**config.mk**
```make
export PLATFORM = sky130hd
export DESIGN_NAME = rrs_front
export DESIGN_NICKNAME = d
export VERILOG_FILES = /design/src/rtl/core/rrs_pkg.sv /design/src/rtl/core/rrs_front.sv
export SDC_FILE = /design/constraint.sdc
export NUM_CORES = 1
export LEC_CHECK = 0
export BUFFER_PORTS_ARGS = -buffer_cell sky130_fd_sc_hd__buf_2
export CORE_AREA = 2 2 165 167
export DETAILED_ROUTE_END_ITERATION = 10
export DIE_AREA = 0 0 167 169
export PLACE_DENSITY = 0.75
export SYNTH_ARGS = -nofsm -noshare
export SYNTH_HDL_FRONTEND = slang
export SYNTH_SLANG_ARGS = --single-unit
```
**constraint.sdc**
```tcl
create_clock -name clock -period 9.1 [get_ports clock]
set_input_delay 0.91 -clock clock [delete_from_list [all_inputs] [get_ports clock]]
set_output_delay 0.91 -clock clock [all_outputs]
set_load 0.01 [all_outputs]
```
**src/rtl/core/rrs_pkg.sv**
```systemverilog
// ----------------------------------------------------------------------------
// RTP receiver statistics package
// Shared item types, command codes, register indexes and divider handshake.
// ----------------------------------------------------------------------------
package rrs_pkg;

   // Command codes carried in the item's cmd field.
   localparam logic [2:0] CMD_PACKET = 3'd0;
   localparam logic [2:0] CMD_SR     = 3'd1;
   localparam logic [2:0] CMD_SDES   = 3'd2;
   localparam logic [2:0] CMD_REPORT = 3'd3;
   localparam logic [2:0] CMD_TICK   = 3'd4;

   // Configuration register indexes.
   localparam int CSR_INDEX_W = 1;
   localparam logic [CSR_INDEX_W-1:0] CSR_INACTIVE_LIMIT = 1'b0;
   localparam logic [CSR_INDEX_W-1:0] CSR_DELETE_TIMEOUT = 1'b1;

   // Register reset values.
   localparam logic [7:0]  INACTIVE_LIMIT_RST = 8'd5;
   localparam logic [47:0] DELETE_TIMEOUT_RST = 48'd117964800;

   // Sequence number wrap window.
   localparam logic [15:0] SEQ_WIN_HI = 16'hFFEF;
   localparam logic [15:0] SEQ_WIN_LO = 16'h0010;

   // Divider sizing.
   localparam int DIV_W       = 64;
   localparam int DIV_STEPS_W = 7;

   typedef struct packed {
      logic [2:0]  cmd;
      logic [15:0] seq_number;
      logic [31:0] rtp_timestamp;
      logic [63:0] ntp_timestamp;
      logic [47:0] event_time;
   } req_type;

   typedef struct packed {
      logic               report_valid;
      logic [7:0]         fraction_lost;
      logic signed [31:0] cumulative_lost;
      logic [31:0]        extended_highest_seq;
      logic [31:0]        jitter_out;
      logic [31:0]        last_sr;
      logic [31:0]        delay_since_sr;
      logic               is_active;
      logic               is_validated;
      logic               to_delete;
   } rsp_type;

   typedef struct packed {
      logic                   start;
      logic [DIV_W-1:0]       rem_init;
      logic [DIV_W-1:0]       num;
      logic [DIV_W-1:0]       divisor;
      logic [DIV_STEPS_W-1:0] steps;
   } div_req_type;

   typedef struct packed {
      logic             done;
      logic [DIV_W-1:0] quot;
   } div_rsp_type;

endpackage

```
**src/rtl/core/rrs_front.sv**
```systemverilog
// ----------------------------------------------------------------------------
// RTP receiver statistics front end
// Accepts items, drops unused command codes and queues the rest for the
// back end in a two-entry queue.
// ----------------------------------------------------------------------------
module rrs_front (
   input  logic             clock,
   input  logic             reset,
   input  logic             req_valid,
   output logic             req_stall,
   input  rrs_pkg::req_type req_data,
   output logic             q_valid,
   output rrs_pkg::req_type q_item,
   input  logic             q_pop
);

   rrs_pkg::req_type entry_ff [2];
   logic             wr_ptr_ff, wr_ptr_in;
   logic             rd_ptr_ff, rd_ptr_in;
   logic [1:0]       count_ff, count_in;
   logic             push;

   // Only known commands enter the queue; the rest are taken and dropped.
   assign req_stall = count_ff == 2'd2;
   assign push      = req_valid && !req_stall && (req_data.cmd <= rrs_pkg::CMD_TICK);
   assign q_valid   = count_ff != 2'd0;
   assign q_item    = entry_ff[rd_ptr_ff];

   always_comb begin
      wr_ptr_in = push  ? !wr_ptr_ff : wr_ptr_ff;
      rd_ptr_in = q_pop ? !rd_ptr_ff : rd_ptr_ff;
      count_in  = count_ff;
      if (push && !q_pop) begin
         count_in = count_ff + 2'd1;
      end else if (!push && q_pop) begin
         count_in = count_ff - 2'd1;
      end
   end

   always_ff @(posedge clock) begin
      if (reset) begin
         wr_ptr_ff <= 1'b0;
         rd_ptr_ff <= 1'b0;
         count_ff  <= 2'd0;
      end else begin
         wr_ptr_ff <= wr_ptr_in;
         rd_ptr_ff <= rd_ptr_in;
         count_ff  <= count_in;
      end
      if (push) begin
         entry_ff[wr_ptr_ff] <= req_data;
      end
   end

endmodule

```
==> report_table.html <==
<table>
<tr><th>Metric</th><th>Value</th></tr>
<tr><th colspan="2">Cells and area</th></tr>
<tr><td>Commonest non-fill, non-tap cell in the layout</td><td>buf_2</td></tr>
<tr><td>Number of nets in the finished design</td><td>1055</td></tr>
<tr><td>Final Instance Area</td><td>15300 µm²</td></tr>
<tr><td>Total of fill cells in the finished design</td><td>2028</td></tr>
<tr><td>Synthesis-to-finish area growth</td><td>24.6%</td></tr>
<tr><td>Top library cells by usage in the layout, fill and taps aside</td><td>buf_2 (331), edfxtp_1 (326), mux2_2 (93)</td></tr>
<tr><td>Ratio of cells with drive above 1 in the final layout</td><td>60.6%</td></tr>
<tr><td>Post-layout instance count excluding filler cells</td><td>roughly 1300</td></tr>
<tr><th colspan="2">Clock network</th></tr>
<tr><td>Clock Sinks</td><td>about 330</td></tr>
<tr><td>Clock latency of the later-clocked register in the worst-skew pair</td><td>0.49 ns</td></tr>
<tr><td>CTS tree</td><td>done</td></tr>
<tr><td>Inserted Clock Buffers</td><td>34</td></tr>
<tr><td>CTS Hold Buffers Added</td><td>0</td></tr>
<tr><td>Number of buffers between clock root and the deepest sink</td><td>3</td></tr>
<tr><td>Clock transition time at the flip-flop clock pins of the worst setup and hold paths</td><td>0.06 ns</td></tr>
<tr><td>Setup repair bufs after CTS</td><td>0</td></tr>
<tr><td>CTS root buffer</td><td>clkbuf_16</td></tr>
<tr><td>Number of H-tree branching levels</td><td>2</td></tr>
<tr><td>Post-CTS resize count</td><td>0</td></tr>
<tr><th colspan="2">Route</th></tr>
<tr><td>Residual DRC</td><td>0</td></tr>
<tr><td>Drt wl/cell</td><td>about 18 µm</td></tr>
<tr><td>Detailed-route wire length</td><td>23000 µm</td></tr>
<tr><td>Antenna-violating nets left</td><td>0</td></tr>
<tr><td>Via total after detailed routing</td><td>slightly above 6000</td></tr>
<tr><td>Mean number of vias per cell</td><td>4.91</td></tr>
<tr><td>Starting DRT DRC Count</td><td>~410</td></tr>
<tr><td>Length of the first detailed-routing pass in iterations</td><td>4</td></tr>
<tr><th colspan="2">Setup path</th></tr>
<tr><td>List of cells traversed by the critical path</td><td>buf_4 -&gt; mux2_2 -&gt; buf_2</td></tr>
<tr><td>Slack of the worst reg-to-reg path</td><td>between 6 and 7 ns</td></tr>
<tr><td>Critical Path AT</td><td>2.72 ns</td></tr>
<tr><td>Capture point of the worst reg-to-reg path</td><td>entry_ff[0][120]</td></tr>
<tr><td>Buffers and inverters on the worst path</td><td>2</td></tr>
<tr><td>Crit-path max cell delay</td><td>0.84 ns</td></tr>
<tr><td>Critical path start-end classification</td><td>reg2out</td></tr>
<tr><td>Crit Reg-Reg Startpoint</td><td>count_ff[1]</td></tr>
<tr><td>Critical path capture point type</td><td>primary output</td></tr>
<tr><td>CP delay by family, top</td><td>buffers and inverters</td></tr>
<tr><td>Critical Path Fanout Max</td><td>64</td></tr>
<tr><td>Startpoint types</td><td>flip-flop</td></tr>
<tr><td>Required time of the worst setup path</td><td>between 8 and 9 ns</td></tr>
<tr><td>Slowest cell on the critical path</td><td>buf_4</td></tr>
<tr><td>Worst-case reg-to-reg path depth</td><td>4</td></tr>
<tr><th colspan="2">STA</th></tr>
<tr><td>Setup clock skew after layout</td><td>0.0101 ns</td></tr>
<tr><td>Share of the cycle needed by the critical path after routing</td><td>between 30% and 40%</td></tr>
<tr><td>RSZ-0062 raised after global routing</td><td>false</td></tr>
<tr><td>Worst Slack Setup Final</td><td>5.47 ns</td></tr>
<tr><td>Final count of negative-setup-slack endpoints</td><td>0</td></tr>
<tr><td>Number of max-slew violations in the final report</td><td>0</td></tr>
<tr><td>Transition time at the pin with the least slew margin</td><td>between 1 and 1.5 ns</td></tr>
<tr><td>Highest Clock Rate</td><td>approximately 280 MHz</td></tr>
<tr><td>Min Tclk post-route</td><td>3.63 ns</td></tr>
<tr><td>Final Hold Fails</td><td>0</td></tr>
<tr><td>Setup TNS after final layout</td><td>0 ns</td></tr>
<tr><td>Rel. slew slack</td><td>30.3%</td></tr>
<tr><th colspan="2">Hold path</th></tr>
<tr><td>Class of the tightest hold or removal check</td><td>reg2reg</td></tr>
<tr><td>Sink of the worst hold path</td><td>count_ff[1]</td></tr>
<tr><td>Hold path start</td><td>count_ff[1]</td></tr>
<tr><td>Number of instances on the worst hold path</td><td>2</td></tr>
<tr><th colspan="2">Floorplanning</th></tr>
<tr><td>Boundary Pins</td><td>332</td></tr>
<tr><td>Die boundary width</td><td>167 µm</td></tr>
<tr><td>Die extent in y</td><td>169 µm</td></tr>
<tr><td>Row count</td><td>60</td></tr>
<tr><td>Die outline area</td><td>28200 µm²</td></tr>
<tr><td>Starting density of the core</td><td>between 40 and 50%</td></tr>
<tr><td>Core area</td><td>26500 µm²</td></tr>
<tr><th colspan="2">Synthesis</th></tr>
<tr><td>Largest cells by area after synthesis</td><td>edfxtp_1 (80%), mux2_4 (8.7%), mux2_2 (8.5%)</td></tr>
<tr><td>Nets in the synthesized netlist</td><td>700</td></tr>
<tr><td>Count of cell types in the netlist</td><td>19</td></tr>
<tr><td>Asr flop ratio synth</td><td>0%</td></tr>
<tr><td>Cell type with the largest total area after synthesis</td><td>edfxtp_1</td></tr>
<tr><td>Post-Synthesis Cells</td><td>532</td></tr>
<tr><td>Count of flip-flops with a built-in enable after synthesis</td><td>around 330</td></tr>
<tr><td>Mean Syn Cell Area</td><td>23.1 µm²</td></tr>
<tr><td>Number of register bits inferred by synthesis</td><td>331</td></tr>
<tr><td>Netlist area before placement</td><td>12300 µm²</td></tr>
<tr><td>Top FF cell, synth</td><td>edfxtp_1</td></tr>
<tr><td>Yosys warns</td><td>0</td></tr>
<tr><td>Share of Yosys cell area claimed by the top area cell type</td><td>79.8%</td></tr>
<tr><td>Register area share after synthesis</td><td>80.6%</td></tr>
<tr><th colspan="2">Power and ir drop</th></tr>
<tr><td>Leakage power figure</td><td>5.81 nW</td></tr>
<tr><td>IR drop worst, VDD</td><td>between 0.0001 and 0.00015 V</td></tr>
<tr><td>Power density over the cells</td><td>228 nW/µm²</td></tr>
<tr><th colspan="2">Global route</th></tr>
<tr><td>Via count of the first global-routing pass</td><td>6450</td></tr>
<tr><td>Maximum number of pins on one net before global-route repair</td><td>77</td></tr>
<tr><td>Global-route wire length before repair</td><td>33900 µm</td></tr>
<tr><td>Antenna violations before repair</td><td>4</td></tr>
<tr><td>GRT overflow</td><td>0</td></tr>
<tr><td>Total global-route track usage</td><td>15.4%</td></tr>
<tr><th colspan="2">Placement</th></tr>
<tr><td>Post-Place Cell Area</td><td>14300 µm²</td></tr>
<tr><td>RD Place Congestion</td><td>0.726</td></tr>
<tr><td>HPWL reported at the end of detailed placement</td><td>15000 µm</td></tr>
<tr><td>Count of buffers inserted at the top-level ports</td><td>around 330</td></tr>
<tr><td>Cell Count Post-Placement</td><td>roughly 1200</td></tr>
<tr><td>Minimum setup slack after placement</td><td>5.83 ns</td></tr>
<tr><th colspan="2">Status</th></tr>
<tr><td>Outcome</td><td>finished clean</td></tr>
<tr><th colspan="2">Run</th></tr>
<tr><td># Max-Cap Violations</td><td>0</td></tr>
</table>
==> metrics by stage <==
| step | util, % | total power, W | hold slack [ns] |
|---|---|---|---|
| floorplan | - | 0.00211 | 0.456 |
| global placement | 53.8 | 0.00226 | 0.474 |
| detailed placement | 53.8 | 0.00227 | 0.489 |
| CTS | 57.6 | 0.00353 | 0.500 |
| global route | 57.6 | 0.00362 | 0.542 |
| finish | 57.6 | 0.00349 | 0.493 |
==> worst reg2reg max path, cell delays in order (launching register included) <==
cell	delay (ns)
dfxtp_1	0.32
nor2b_2	0.17
and3b_2	0.29
nor2b_4	0.50
buf_4	0.84
==> how the worst max path moves through the flow <==
stage | startpoint | end | cells past startpoint
floorplan | req_data[161] | entry_ff[0][0] | 3
global placement | req_data[161] | entry_ff[0][142] | 5
detailed placement | req_data[161] | entry_ff[0][144] | 5
CTS | flip-flop | q_item[151] | 3
global route | flip-flop | q_item[151] | 3
finish | flip-flop | q_item[151] | 3
==> sequential cells by signal (all words and copies together) (netlist names), named ones only <==
name	cells
count_ff	2
entry_ff	326
rd_ptr_ff	1
wr_ptr_ff	1
==> kinds of logic (layout without fill, tap and decap cells) <==
group	Yosys count	after routing	synth area share (%)
AO/OA/AOI/OAI	3	3	0.122
XOR/XNOR	3	3	0.214
adder cells (fa/ha/maj)	1	1	0.102
buffers and inverters	19	395	1.17
flip-flops	331	331	80.6
multiplexers	164	164	17.2
other	0	4	0
AND/OR/NAND/NOR	11	11	0.531
==> synth_stat cells, types with 2 or more instances <==
cell	number
mux2_2	93
edfxtp_1	326
nor2b_1	2
nor2_1	4
mux2_4	71
dfxtp_1	5
buf_2	10
xor2_1	2
o21ai_0	2
buf_6	8
==> final cells by class <==
class / instances / area (µm²) / area share (%)
multi-input cells: 182 / 2240 / 14.7
clock inverters: 14 / 93.8 / 0.614
inverters: 1 / 3.75 / 0.0246
repair buffers: 337 / 1700 / 11.1
flip-flops and latches: 331 / 9890 / 64.8
diodes: 4 / 10.0 / 0.0655
well taps: 341 / 427 / 2.79
clock buffers: 43 / 906 / 5.93
==> layer usage <==
metal | global-route usage (%) | routed length (µm) | up-vias
met5 | 0 | 0 | -
met4 | 6.03 | 718 | 0
met3 | 4.84 | 1940 | 62
met2 | 27.5 | 11600 | 254
met1 | 17.3 | 8740 | 3009
li1 | - | - | 2829
==> where the power goes <==
part,switching [W],internal [W]
Sequential,0.0000296,0.00179
Combinational,0.000211,0.000198
Clock,0.000523,0.000730
Total,0.000764,0.00272
Power figures use the tool's default switching activity.
